--- src/design/svp_pkg.sv ---
`default_nettype none

package svp_pkg;

    // item kinds carried in the mode field
    localparam logic MODE_TICK = 1'b0;
    localparam logic MODE_CTRL = 1'b1;

    // configuration register indexes
    typedef enum logic [2:0] {
        CFG_FRAME_TICKS  = 3'd0,
        CFG_WIDTH_MIN    = 3'd1,
        CFG_WIDTH_MAX    = 3'd2,
        CFG_WIDTH_STEP   = 3'd3,
        CFG_WIDTH_CENTER = 3'd4
    } svp_cfg_idx_t;

    localparam int unsigned CFG_DATA_W = 16;

    // register reset values
    localparam logic [15:0] FRAME_TICKS_RST  = 16'd18432;
    localparam logic [11:0] WIDTH_MIN_RST    = 12'd500;
    localparam logic [11:0] WIDTH_MAX_RST    = 12'd2500;
    localparam logic [7:0]  WIDTH_STEP_RST   = 8'd100;
    localparam logic [11:0] WIDTH_CENTER_RST = 12'd1500;
    localparam logic [15:0] HIGH_TICKS_RST   = 16'd461;

    // target = 500 + floor(2000 * adc / 255), as adc * 2000 * ceil(2^27 / 255) >> 27
    localparam logic [11:0] TGT_BASE   = 12'd500;
    localparam logic [30:0] TGT_RECIP  = 31'd1052690000;
    localparam int unsigned TGT_SHIFT  = 27;

    // counts = floor(width * 576 / 625), as width * 576 * ceil(2^30 / 625) >> 30
    localparam logic [29:0] TICK_RECIP = 30'd989560512;
    localparam int unsigned TICK_SHIFT = 30;

    // decimal split of a 12 bit width by reciprocal multiplication
    localparam logic [11:0] DIV10_RECIP   = 12'd3277;
    localparam int unsigned DIV10_SHIFT   = 15;
    localparam logic [10:0] DIV100_RECIP  = 11'd1311;
    localparam int unsigned DIV100_SHIFT  = 17;
    localparam logic [12:0] DIV1000_RECIP = 13'd4195;
    localparam int unsigned DIV1000_SHIFT = 22;

    localparam logic [11:0] WIDTH_SAT = 12'd4095;

    typedef struct packed {
        logic       mode;
        logic [7:0] adc_sample;
        logic       step_up;
        logic       step_down;
        logic       center;
    } svp_in_t;

    typedef struct packed {
        logic        pwm_level;
        logic [11:0] pulse_width_us;
        logic [2:0]  digit_thousands;
        logic [3:0]  digit_hundreds;
        logic [3:0]  digit_tens;
        logic [3:0]  digit_units;
    } svp_out_t;

endpackage

`default_nettype wire

--- src/design/servo_pulse_setpoint_and_pwm.sv ---
`default_nettype none

// Servo pulse generator with setpoint control. Every accepted item gives exactly one result:
// a timer tick item advances the pulse train by one count and reports the level of that count,
// a control item retargets the width when the converter reading gives a new target, applies the up,
// down and center presses and reports the present level. Results also carry the width and its four
// decimal digits. The block takes one item per clock unless the pipeline is backed up, and each
// result passes the input register, state update, reciprocal multiply and digit fix-up; the rate
// is set by the state update, which lets a new item follow in every cycle. Stages whose
// downstream neighbor is empty keep moving while a finished result waits, so only a fully
// backed-up pipeline stalls s_ready. Configuration is written through cfg_wr_en / cfg_index /
// cfg_wdata with no wait state and must only change while the block is idle; a new frame_ticks
// applies from the next low phase, a width change from the next latch at the end of a high phase.
// There is no clearing pass after reset.
module servo_pulse_setpoint_and_pwm
    import svp_pkg::*;
(
    input  wire logic                  aclk,
    input  wire logic                  aresetn,

    input  wire logic                  s_valid,
    output logic                       s_ready,
    input  wire svp_in_t               s_data,

    output logic                       m_valid,
    input  wire logic                  m_ready,
    output svp_out_t                   m_data,

    input  wire logic                  cfg_wr_en,
    input  wire logic [2:0]            cfg_index,
    input  wire logic [CFG_DATA_W-1:0] cfg_wdata
);

    // ------------------------------------------------------------------
    // configuration registers
    // ------------------------------------------------------------------
    logic [15:0] frame_ticks_reg;
    logic [11:0] width_min_reg;
    logic [11:0] width_max_reg;
    logic [7:0]  width_step_reg;
    logic [11:0] width_center_reg;

    always_ff @(posedge aclk) begin
        if (!aresetn) begin
            frame_ticks_reg  <= FRAME_TICKS_RST;
            width_min_reg    <= WIDTH_MIN_RST;
            width_max_reg    <= WIDTH_MAX_RST;
            width_step_reg   <= WIDTH_STEP_RST;
            width_center_reg <= WIDTH_CENTER_RST;
        end else if (cfg_wr_en) begin
            unique case (svp_cfg_idx_t'(cfg_index))
                CFG_FRAME_TICKS:  frame_ticks_reg  <= cfg_wdata;
                CFG_WIDTH_MIN:    width_min_reg    <= cfg_wdata[11:0];
                CFG_WIDTH_MAX:    width_max_reg    <= cfg_wdata[11:0];
                CFG_WIDTH_STEP:   width_step_reg   <= cfg_wdata[7:0];
                CFG_WIDTH_CENTER: width_center_reg <= cfg_wdata[11:0];
                default: ;  // unused indexes are ignored
            endcase
        end
    end

    // ------------------------------------------------------------------
    // stage handshake: each stage moves when its successor is empty or moving
    // ------------------------------------------------------------------
    logic in_vld_reg;
    logic st_vld_reg;
    logic dg_vld_reg;
    logic out_vld_reg;

    logic out_rdy;
    logic dg_rdy;
    logic st_rdy;
    logic in_rdy;

    assign out_rdy = !out_vld_reg || m_ready;
    assign dg_rdy  = !dg_vld_reg  || out_rdy;
    assign st_rdy  = !st_vld_reg  || dg_rdy;
    assign in_rdy  = !in_vld_reg  || st_rdy;

    assign s_ready = in_rdy;
    assign m_valid = out_vld_reg;

    always_ff @(posedge aclk) begin
        if (!aresetn) begin
            in_vld_reg  <= 1'b0;
            st_vld_reg  <= 1'b0;
            dg_vld_reg  <= 1'b0;
            out_vld_reg <= 1'b0;
        end else begin
            if (in_rdy)  in_vld_reg  <= s_valid;
            if (st_rdy)  st_vld_reg  <= in_vld_reg;
            if (dg_rdy)  dg_vld_reg  <= st_vld_reg;
            if (out_rdy) out_vld_reg <= dg_vld_reg;
        end
    end

    // ------------------------------------------------------------------
    // input register; the converter target is worked out on the way in
    // ------------------------------------------------------------------
    logic [38:0] tgt_prod;
    logic [11:0] tgt_value;

    assign tgt_prod  = 39'(s_data.adc_sample) * 39'(TGT_RECIP);
    assign tgt_value = TGT_BASE + tgt_prod[TGT_SHIFT +: 12];

    logic        in_mode_reg;
    logic [11:0] in_target_reg;
    logic        in_up_reg;
    logic        in_down_reg;
    logic        in_center_reg;

    always_ff @(posedge aclk) begin
        if (s_valid && in_rdy) begin
            in_mode_reg   <= s_data.mode;
            in_target_reg <= tgt_value;
            in_up_reg     <= s_data.step_up;
            in_down_reg   <= s_data.step_down;
            in_center_reg <= s_data.center;
        end
    end

    // ------------------------------------------------------------------
    // block state
    // ------------------------------------------------------------------
    logic [11:0] width_reg;
    logic [11:0] last_target_reg;
    logic        in_high_reg;
    logic [15:0] phase_cnt_reg;
    logic [15:0] high_ticks_reg;

    logic [11:0] width_next;
    logic [11:0] last_target_next;
    logic        in_high_next;
    logic [15:0] phase_cnt_next;
    logic [15:0] high_ticks_next;

    logic        upd_en;
    assign upd_en = in_vld_reg && st_rdy;

    // pulse train advance
    logic        pc_zero;
    logic        high_start;
    logic        high_done;
    logic [15:0] low_len;
    logic [41:0] latch_prod;
    logic [11:0] latch_ticks;

    assign pc_zero    = (phase_cnt_reg == '0);
    // a low phase that has run out starts a new high phase on this tick
    assign high_start = in_high_reg || pc_zero;
    assign high_done  = high_start && (phase_cnt_reg >= high_ticks_reg);
    // short frame: low phase never below one count
    assign low_len    = (frame_ticks_reg > high_ticks_reg) ?
                        (frame_ticks_reg - high_ticks_reg) : 16'd1;
    // width in microseconds to timer counts for the next frame
    assign latch_prod  = 42'(width_reg) * 42'(TICK_RECIP);
    assign latch_ticks = latch_prod[TICK_SHIFT +: 12];

    // setpoint control
    logic [11:0] w_tgt;
    logic [12:0] up_sum;
    logic [11:0] w_up;
    logic [11:0] w_dn;
    logic [11:0] step_ext;

    assign step_ext = 12'(width_step_reg);
    assign w_tgt    = (in_target_reg != last_target_reg) ? in_target_reg : width_reg;
    assign up_sum   = {1'b0, w_tgt} + {1'b0, step_ext};

    always_comb begin
        w_up = w_tgt;
        if (in_up_reg && (w_tgt < width_max_reg)) begin
            w_up = up_sum[12] ? WIDTH_SAT : up_sum[11:0];
        end
        w_dn = w_up;
        if (in_down_reg && (w_up > width_min_reg)) begin
            w_dn = (w_up > step_ext) ? (w_up - step_ext) : '0;
        end
    end

    always_comb begin
        width_next       = width_reg;
        last_target_next = last_target_reg;
        in_high_next     = in_high_reg;
        phase_cnt_next   = phase_cnt_reg;
        high_ticks_next  = high_ticks_reg;
        if (in_mode_reg == MODE_TICK) begin
            if (high_done) begin
                in_high_next    = 1'b0;
                phase_cnt_next  = low_len - 16'd1;
                high_ticks_next = 16'(latch_ticks);
            end else begin
                in_high_next   = high_start;
                phase_cnt_next = high_start ? (phase_cnt_reg + 16'd1) : (phase_cnt_reg - 16'd1);
            end
        end else begin
            // the last target always ends up equal to the new one
            last_target_next = in_target_reg;
            width_next       = in_center_reg ? width_center_reg : w_dn;
        end
    end

    always_ff @(posedge aclk) begin
        if (!aresetn) begin
            width_reg       <= '0;
            last_target_reg <= '0;
            in_high_reg     <= 1'b1;
            phase_cnt_reg   <= '0;
            high_ticks_reg  <= HIGH_TICKS_RST;
        end else if (upd_en) begin
            width_reg       <= width_next;
            last_target_reg <= last_target_next;
            in_high_reg     <= in_high_next;
            phase_cnt_reg   <= phase_cnt_next;
            high_ticks_reg  <= high_ticks_next;
        end
    end

    // result of the state update
    logic        st_level_reg;
    logic [11:0] st_width_reg;

    always_ff @(posedge aclk) begin
        if (upd_en) begin
            st_level_reg <= in_high_next;
            st_width_reg <= width_next;
        end
    end

    // ------------------------------------------------------------------
    // decimal split, step 1: quotients by 10, 100 and 1000
    // ------------------------------------------------------------------
    logic [23:0] q10_prod;
    logic [22:0] q100_prod;
    logic [24:0] q1000_prod;

    assign q10_prod   = 24'(st_width_reg) * 24'(DIV10_RECIP);
    assign q100_prod  = 23'(st_width_reg) * 23'(DIV100_RECIP);
    assign q1000_prod = 25'(st_width_reg) * 25'(DIV1000_RECIP);

    logic        dg_level_reg;
    logic [11:0] dg_width_reg;
    logic [8:0]  dg_q10_reg;
    logic [5:0]  dg_q100_reg;
    logic [2:0]  dg_q1000_reg;

    always_ff @(posedge aclk) begin
        if (st_vld_reg && dg_rdy) begin
            dg_level_reg <= st_level_reg;
            dg_width_reg <= st_width_reg;
            dg_q10_reg   <= q10_prod[DIV10_SHIFT +: 9];
            dg_q100_reg  <= q100_prod[DIV100_SHIFT +: 6];
            dg_q1000_reg <= q1000_prod[DIV1000_SHIFT +: 3];
        end
    end

    // ------------------------------------------------------------------
    // decimal split, step 2: each digit is a quotient minus ten times the next
    // ------------------------------------------------------------------
    logic [11:0] units_full;
    logic [8:0]  tens_full;
    logic [5:0]  hund_full;

    assign units_full = dg_width_reg - ((12'(dg_q10_reg) << 3) + (12'(dg_q10_reg) << 1));
    assign tens_full  = dg_q10_reg - ((9'(dg_q100_reg) << 3) + (9'(dg_q100_reg) << 1));
    assign hund_full  = dg_q100_reg - ((6'(dg_q1000_reg) << 3) + (6'(dg_q1000_reg) << 1));

    svp_out_t out_reg;

    always_ff @(posedge aclk) begin
        if (dg_vld_reg && out_rdy) begin
            out_reg.pwm_level       <= dg_level_reg;
            out_reg.pulse_width_us  <= dg_width_reg;
            out_reg.digit_thousands <= dg_q1000_reg;
            out_reg.digit_hundreds  <= hund_full[3:0];
            out_reg.digit_tens      <= tens_full[3:0];
            out_reg.digit_units     <= units_full[3:0];
        end
    end

    assign m_data = out_reg;

endmodule

`default_nettype wire

--- config.mk ---
export PLATFORM = sky130hd
export DESIGN_NAME = servo_pulse_setpoint_and_pwm
export DESIGN_NICKNAME = d
export VERILOG_FILES = /design/src/design/svp_pkg.sv /design/src/design/servo_pulse_setpoint_and_pwm.sv
export SDC_FILE = /design/constraint.sdc
export NUM_CORES = 1
export LEC_CHECK = 0
export ABC_AREA = 1
export BUFFER_PORTS_ARGS = -buffer_cell sky130_fd_sc_hd__clkbuf_2
export CORE_MARGIN = 2
export CORE_UTILIZATION = 65
export CTS_CLUSTER_SIZE = 25
export DETAILED_ROUTE_END_ITERATION = 12
export GPL_TIMING_DRIVEN = 0
export PLACE_DENSITY = 0.89
export SLEW_MARGIN = 15
export SYNTH_ARGS = -nofsm -noshare
export SYNTH_HDL_FRONTEND = slang
export SYNTH_SLANG_ARGS = --single-unit
export TNS_END_PERCENT = 50
--- constraint.sdc ---
create_clock -name aclk -period 5.9 [get_ports aclk]
set_input_delay 0.295 -clock aclk [delete_from_list [all_inputs] [get_ports aclk]]
set_output_delay 0.295 -clock aclk [all_outputs]
set_load 0.005 [all_outputs]
Word-level counts from Yosys, hierarchy flattened
Cells that the tools add are included.
{ "totals": {"regBits": 198, "in_bits": 36, "output_inout_bits": 30, "wordCells": 99} }
{ "classes": {"n_addsub": 13, "multipliers": 5, "order_cmp": 5, "eq_ne": 5, "muxes": 12, "bitwise_logic": 1, "reduce_logical": 26} }
{ "ops": {"columns": ["cell", "n"], "rows": [
  ["$mux W12", 7],
  ["$mux W16", 3],
  ["$mul A12 B24 Y36 const B", 1],
  ["$mul A8 B26 Y34 const B", 1],
  ["$sub A16 B1 Y16 const B", 2],
  ["$mul A12 B13 Y25 const B", 1],
  ["$mul A12 B11 Y21 const B", 1],
  ["$mul A12 B12 Y19 const B", 1],
  ["$add A16 B1 Y16 const B", 1],
  ["$ge A16 B12 Y1", 1],
  ["$gt A16 B12 Y1", 1],
  ["$logic_not A16 Y1", 1],
  ["$sub A16 B12 Y16", 1],
  ["$reduce_and A2 Y1", 7],
  ["$add A12 B8 Y13", 1],
  ["$add A4 B4 Y4", 3],
  ["$add A9 B11 Y12 const A", 1],
  ["$gt A12 B12 Y1", 1],
  ["$gt A12 B8 Y1", 1],
  ["$lt A12 B12 Y1", 1],
  ["$ne A12 B12 Y1", 1],
  ["$sub A12 B8 Y12", 1],
  ["$sub A4 B4 Y4", 3],
  ["$logic_and A1 B1 Y1", 7],
  ["9 further kinds", 18]
]} }

Longest topological paths before layout
Gate-level depths: netlist of the first run.
{ "depth": {"depth_word": 10, "ltp_mapped": 37, "mapped_depth_nobuf": 36} }

Least setup slack after synthesis of the first run
Ideal clock, no wire load.
{ "synth_path": {"path_kind": "input to register", "startpoint": "in s_data[8] (netlist name)", "endpoint": "reg in_target_reg[9] (data pin)", "setup_ns": 0.258, "arrival_ns": 4.863, "required_ns": 5.642, "setup_slack_ns": 0.780, "stages": 23, "n_path_buf": 0, "path_cell_list": "fa_1 inv_1 fa_1 inv_1 fa_1 inv_1 fa_1 inv_1 ha_1 a21oi_1 inv_1 a31oi_1 o221ai_1 o21ai_0 o211a_1 nand2_1 or2_2 nand2_1 inv_1 or2_2 nor2_1 nand2_1 xnor2_1"} }
{ "synth_between": {"elab_chain_cells": 2} }
{ "synth_rtl": {"columns": ["element", "line_no", "text"], "rows": [
  ["start: declaration", "servo_pulse_setpoint_and_pwm.sv:23", "input wire svp_in_t s_data,"],
  ["$mul A8 B26 Y34", "servo_pulse_setpoint_and_pwm.sv:103", "assign tgt_prod = 39'(s_data.adc_sample) * 39'(TGT_RECIP);"],
  ["$add A9 B11 Y12", "servo_pulse_setpoint_and_pwm.sv:104", "assign tgt_value = TGT_BASE + tgt_prod[TGT_SHIFT +: 12];"],
  ["via tgt_value[9]", "servo_pulse_setpoint_and_pwm.sv:101", "logic [11:0] tgt_value;"],
  ["end signal: assignment", "servo_pulse_setpoint_and_pwm.sv:115", "in_target_reg <= tgt_value;"],
  ["end: declaration", "servo_pulse_setpoint_and_pwm.sv:107", "logic [11:0] in_target_reg;"]
]} }
The timed path passes the listed nets, and every way through them passes these cells.
A chain may end at the register's enable or synchronous reset.

Final worst setup path of the first run
{ "layout_path": {"startpoint": "reg st_width_reg[0]", "endpoint": "reg dg_q100_reg[3] (data pin)"} }
{ "layout_between": {"elab_chain_cells": 1} }
{ "layout_rtl": {"columns": ["element", "line_no", "text"], "rows": [
  ["start: declaration", "servo_pulse_setpoint_and_pwm.sv:221", "logic [11:0] st_width_reg;"],
  ["start signal: assignment", "servo_pulse_setpoint_and_pwm.sv:226", "st_width_reg <= width_next;"],
  ["$mul A12 B11 Y21", "servo_pulse_setpoint_and_pwm.sv:238", "assign q100_prod = 23'(st_width_reg) * 23'(DIV100_RECIP);"],
  ["via q100_prod[20]", "servo_pulse_setpoint_and_pwm.sv:234", "logic [22:0] q100_prod;"],
  ["end signal: assignment", "servo_pulse_setpoint_and_pwm.sv:252", "dg_q100_reg <= q100_prod[DIV100_SHIFT +: 6];"],
  ["end: declaration", "servo_pulse_setpoint_and_pwm.sv:244", "logic [5:0] dg_q100_reg;"]
]} }
The timed path passes the listed nets, and every way through them passes these cells.

==> results of run 1 <==
## layout make-up
cell class	instances	area share, %
Clock buffer	18	1.62
Timing Repair Buffer	75	1.55
Multi-Input combinational cell	2071	66.0
Inverter	677	9.37
Sequential cell	198	17.6
Tap cell	518	2.39
Buffer	44	0.849
Clock inverter	14	0.641
## report_power, final
part	switching [W]	total (W)	internal [W]
Combinational	0.00471	0.00762	0.00292
Clock	0.000662	0.00125	0.000589
Sequential	0.000160	0.00186	0.00170
## cell usage after synthesis, types with 45 or more instances
library cell and instances:
a21oi_1 237, dfxtp_1 117, edfxtp_1 81, fa_1 280, ha_1 414, inv_1 667
nand2_1 427, nand3_1 104, nor2_1 172, o21ai_0 125, xnor2_1 45, xor2_1 48
## routing by layer
layer  global-route usage [%]  up-vias  wire (µm)
li1                         -     9764          -
met1                     39.5     9775      25300
met2                     59.3      769      32500
met3                     4.91      260       4120
met4                     19.0        0       4140
met5                        0        -          0
## timing repair
item / in CTS / in global routing
cloned: 0 / 0
endpoints found under the setup margin: 3 / 26
setup buffers: 0 / 6
hold endpoints to repair: 2 / 0
pin swaps: 0 / 2
gates resized for setup: 3 / 30
hold buffers: 2 / 0
## logic make-up after synthesis
kind of cell	Yosys count	synth area share [%]
compound gates	472	10.5
xor+xnor	93	3.21
fa+ha+maj	694	42.5
buf+inv	721	10.9
flops	198	18.8
simple gates	812	14.0
## stage by stage
stage	cells	total power, W
floorplan	2990	0.00731
global placement	3573	0.00884
detailed placement	3575	0.00924
CTS	3609	0.0106
global route	3615	0.0118
finish	3615	0.0107
## worst paths after layout
check / from / end / slack [ns] / cells after the start
setup / recovery: st_width_reg[0] / dg_q100_reg[3] / 0.20 / 21
setup reg to reg: st_width_reg[0] / dg_q100_reg[3] / 0.20 / 21
hold / removal: s_data[2] / in_up_reg / 0.02 / 1
hold reg to reg: dg_width_reg[4] / m_data[19] / 0.42 / 0
==> reports/metrics.csv, run 1 <==
stage,metric,value,unit
grt,grt_overflow,0,
setup_path,cpPeakStageDelay,0.81,ns
grt,track_usage,33.7,%
layout,n_antenna_cell,0,
sta,holdWs,0.0236,ns
yosys,synth_seq_cells,198,
floorplan,die_area,40600,µm²
routing,vias,20600,
layout,fin_nets,3814,
layout,multiInputGateArea,17900,µm²
floorplan,die_h,202,µm
setup_path,critPathArrivalTime,5.92,ns
sta,slew_headroom,27.4,%
clocking,h-tree-depth,4,
sta,timing.final.crit_share,96.5,%
yosys,syn_inst,2990,
setup_path,endpoint_kind,flip-flop,
run_status,status,finished clean,
clocking,cts.path.max_buffers,2,
placed_design,pre_cts_slack,0.00125,ns
pwr,power-per-cell-area,396,nW/µm²
sta,setup_viol,0,
routing,drc,0,
floorplan,die_x,202,µm
sta,worst_slew_pin_slew,1.09,ns
pwr,ir_drop,0.000355,V
routing,wirelength,66.0,mm
yosys,synth_edf_count,81,
floorplan,rows,72,
floorplan,core,38600,µm²
layout,syn_to_final_growth,6.96,%
floorplan,io_pins,66,
layout,largest_register_ffs,28,
floorplan,initial_core_util,65.8,%
yosys,synth_area_leaders,"fa_1 22%, ha_1 20%, inv_1 9.9%",
layout,fin_area,27100,µm²
setup_path,cp_max_fo,11,
yosys,post-synth-top-area-cell,fa_1,
routing,first_iter_violations,1506,
yosys,synth-warning-count,0,
grt,grt_max_degree,28,
yosys,netlist.area_leader.share,22.1,%
layout,drive_above_1_share,6.72,%
routing,routedWlPerCell,18.3,µm
yosys,yosys.cell_types.count,60,
clocking,path_clk_slew,0.09,ns
pwr,leakagePower,14.1,nW
clocking,cts_root_buffer,clkbuf_16,
yosys,syn-cell-area,25400,µm²
clocking,cts_tree,yes,
setup_path,cp_num_buf_inv,4,
placed_design,placed_area,26400,µm²
sta,tns,0,ns
clocking,clkLatencyLatePin,0.48,ns
clocking,cts.sinks,198,
layout,nFillCells,2941,
grt,grt_pass1_wl,108,mm
sta,max_freq,176,MHz
sta,postLayoutSetupSlackWorst,0.204,ns
yosys,syn_avg_cell_area,8.48,µm²
sta,slew_viol_final,0,
yosys,synth_seq_area_share,18.8,%
setup_path,crit_type,flip-flop to flip-flop,
sta,period_needed,5.70,ns
setup_path,cp_slowest_cell,edfxtp_1,
placed_design,gp_congestion,0.982,
layout,most-common-layout-cells,"667 x inv_1, 427 x nand2_1, 414 x ha_1",
job,max_cap_violations,0,
routing,first_pass_iters,7,
grt,grt_pass1_vias,21900,
hold_path,hp-class,input port to flip-flop,
sta,skew,0.0229,ns
placed_design,post-dp-hpwl,54.0,mm
sta,hold_violations,0,
setup_path,path_cells,inv_1 > fa_1 > inv_1 > ha_1 > fa_1 > ha_1 > inv_1 > fa_1 > inv_1 > ha_1 > nand2_1 > o41ai_1 > a21oi_1 > nor3_1 > o21ai_0 > o31ai_1 > a21o_1 > a21oi_1 > nor2_1 > nor2_1 > xor2_1,
layout,layout.area.seq,4780,µm²
routing,ant_nets,0,
setup_path,cpLargestDelayFamily,adder cells,
setup_path,cp-start-kind,flip-flop,
routing,avgViaCountPerCell,5.69,
layout,layout_commonest_cell,inv_1,
placed_design,io_buffers,65,
clocking,cts_made_buffers,17,
setup_path,required,6.13,ns
grt,antenna_found_initial,0,
yosys,synth_fp_nets,3720,
layout,post-route-util,70.3,%
yosys,synthArstFlopShare,0,%
setup_path,cpMostUsedCell,inv_1,
yosys,synth-main-ff-cell,dfxtp_1,
Power figures use the tool's default switching activity.
==> run 2: changes to the inputs <==
--- a/config.mk
+++ b/config.mk
@@ -9,6 +9,7 @@
 export BUFFER_PORTS_ARGS = -buffer_cell sky130_fd_sc_hd__clkbuf_2
 export CORE_MARGIN = 2
 export CORE_UTILIZATION = 65
+export CTS_BUF_LIST = sky130_fd_sc_hd__clkbuf_8
 export CTS_CLUSTER_SIZE = 25
 export DETAILED_ROUTE_END_ITERATION = 12
 export GPL_TIMING_DRIVEN = 0
==> reports/metrics.csv, run 2 (synthesis results as in run 1) <==
stage,metric,value,unit,change
clocking,cts_tree,yes,,unchanged
grt,antenna_found_initial,0,,unchanged
pwr,power-per-cell-area,386,nW/µm²,was 396 nW/µm²
placed_design,gp_congestion,0.982,,unchanged
placed_design,pre_cts_slack,0.00125,ns,unchanged
setup_path,cpMostUsedCell,inv_1,,unchanged
sta,slew_headroom,27.8,%,was 27.4%
floorplan,die_x,202,µm,unchanged
layout,multiInputGateArea,17900,µm²,about the same
clocking,path_clk_slew,0.13,ns,was 0.09 ns
routing,wirelength,65.4,mm,was 66.0 mm
clocking,cts.sinks,198,,unchanged
sta,skew,0.0293,ns,was 0.0229 ns
layout,post-route-util,69.9,%,was 70.3%
routing,ant_nets,0,,unchanged
floorplan,io_pins,66,,unchanged
sta,timing.final.crit_share,96.6,%,was 96.5%
layout,fin_nets,3819,,"was 3,814"
setup_path,critPathArrivalTime,5.99,ns,was 5.92 ns
grt,grt_pass1_wl,107,mm,was 108 mm
placed_design,io_buffers,65,,unchanged
setup_path,startpoint,st_width_reg[2],,was st_width_reg[0]
layout,n_antenna_cell,0,,unchanged
setup_path,cpPeakStageDelay,0.72,ns,was 0.81 ns
sta,setup_viol,0,,unchanged
setup_path,cp-start-kind,flip-flop,,unchanged
placed_design,post-dp-hpwl,54.0,mm,unchanged
layout,most-common-layout-cells,"667 x inv_1, 427 x nand2_1, 414 x ha_1",,unchanged
floorplan,initial_core_util,65.8,%,unchanged
clocking,cts_root_buffer,clkbuf_8,,was clkbuf_16
routing,vias,20600,,about the same
setup_path,r2r-start,st_width_reg[2],,was st_width_reg[0]
setup_path,cpLargestDelayFamily,adder cells,,unchanged
layout,final_cells,3620,,"was 3,615"
sta,period_needed,5.70,ns,about the same
grt,grt_overflow,0,,unchanged
grt,grt_pass1_vias,21700,,"was 21,900"
setup_path,cp_max_fo,9,,was 11
sta,postLayoutSetupSlackWorst,0.202,ns,was 0.204 ns
clocking,cts_made_buffers,17,,unchanged
setup_path,crit_type,flip-flop to flip-flop,,unchanged
setup_path,cp_num_buf_inv,4,,unchanged
sta,max_freq,176,MHz,about the same
hold_path,hp-class,input port to flip-flop,,unchanged
layout,layout_commonest_cell,inv_1,,unchanged
layout,largest_register_ffs,28,,unchanged
clocking,h-tree-depth,4,,unchanged
layout,drive_above_1_share,6.64,%,was 6.72%
job,max_cap_violations,0,,unchanged
layout,syn_to_final_growth,6.36,%,was 6.96%
routing,avgViaCountPerCell,5.70,,was 5.69
sta,hold_violations,0,,unchanged
setup_path,endpoint_kind,flip-flop,,unchanged
routing,routedWlPerCell,18.1,µm,was 18.3 µm
pwr,leakagePower,14.1,nW,about the same
grt,grt_max_degree,28,,unchanged
floorplan,core,38600,µm²,unchanged
layout,layout.area.seq,4770,µm²,was 4780 µm²
routing,drc,0,,unchanged
routing,first_pass_iters,6,,was 7
floorplan,die_area,40600,µm²,unchanged
clocking,clkLatencyLatePin,0.54,ns,was 0.48 ns
floorplan,rows,72,,unchanged
setup_path,required,6.20,ns,was 6.13 ns
pwr,ir_drop,0.000335,V,was 0.000355 V
hold_path,worstHoldStart,cfg_wdata[15],,was s_data[2]
sta,worst_slew_pin_slew,1.08,ns,was 1.09 ns
floorplan,die_h,202,µm,unchanged
clocking,cts.path.max_buffers,2,,unchanged
layout,nFillCells,2965,,"was 2,941"
run_status,status,finished clean,,unchanged
sta,slew_viol_final,0,,unchanged
grt,track_usage,33.4,%,was 33.7%
placed_design,placedCellCount,3575,,unchanged
setup_path,cp_slowest_cell,edfxtp_1,,unchanged
routing,first_iter_violations,1463,,"was 1,506"
setup_path,path_cells,inv_1 > fa_1 > inv_1 > ha_1 > fa_1 > ha_1 > inv_1 > fa_1 > inv_1 > ha_1 > nand2_1 > o41ai_1 > a21oi_1 > nor3_1 > o21ai_0 > o31ai_1 > a21o_1 > a21oi_1 > nor2_1 > nor2_1 > xor2_1,,unchanged
==> run 2: cell types whose count changed in the layout (fill, tap and decap cells not counted) <==
cell and delta:
a21oi_1 +1, dlygate4sd3_1 +3, a21oi_2 -1, buf_4 +2, clkbuf_16 -17, dfxtp_2 -3, clkbuf_8 +17, dfxtp_1 +3
==> run 2: path summary, 6_finish.rpt <==
| kind | endpoint | slack, ns | cells after the start |
|---|---|---|---|
| hold reg to reg | m_data[19] | 0.43 | 0 |
| setup / recovery | dg_q100_reg[3] | 0.20 | 21 |
| setup reg to reg | dg_q100_reg[3] | 0.20 | 21 |
| hold / removal | frame_ticks_reg[15] | 0.03 | 3 |
==> run 2: area by class of cell <==
| cell class | instances | area share [%] |
|---|---|---|
| Multi-Input combinational cell | 2071 | 66.3 |
| Sequential cell | 198 | 17.7 |
| Inverter | 677 | 9.42 |
| Tap cell | 518 | 2.40 |
| Timing Repair Buffer | 80 | 1.73 |
| Clock buffer | 18 | 0.919 |
| Buffer | 44 | 0.854 |
| Clock inverter | 14 | 0.645 |
==> run 2: power breakdown <==
part	switching [W]	leakage (nW)	internal, W
Clock	0.000627	0.208	0.000339
Sequential	0.000162	1.71	0.00170
Combinational	0.00467	12.2	0.00292
==> run 2: per-layer routing <==
| metal | GRT usage [%] | wire (µm) |
|---|---|---|
| met1 | 39.5 | 25400 |
| met2 | 59.2 | 32300 |
| met3 | 4.73 | 3910 |
| met4 | 17.5 | 3790 |
| met5 | 0 | 0 |
==> run 2: tightest hold or removal path: stages <==
cell and delay [ns]:
clkbuf_2 0.07, o21ai_0 0.07, a21oi_1 0.10
==> run 2: per-stage QoR <==
| step | power, W | hold WS (ns) | setup TNS [ns] | area, µm² |
|---|---|---|---|---|
| floorplan | 0.00731 | 0.394 | 0 | 25400 |
| global placement | 0.00884 | 0.401 | 0 | 26300 |
| detailed placement | 0.00924 | 0.405 | 0 | 26400 |
| CTS | 0.0103 | 0.0249 | 0 | 26800 |
| global route | 0.0115 | 0.0538 | -0.0243 | 27000 |
| finish | 0.0104 | 0.0266 | 0 | 27000 |
==> run 2: what timing repair did <==
action | in CTS | in global routing
gates resized for setup | 3 | 26
setup endpoints to repair | 3 | 26
pin swaps | 0 | 2
setup buffers | 0 | 8
hold buffers | 5 | 0
endpoints found under the hold margin | 5 | 0
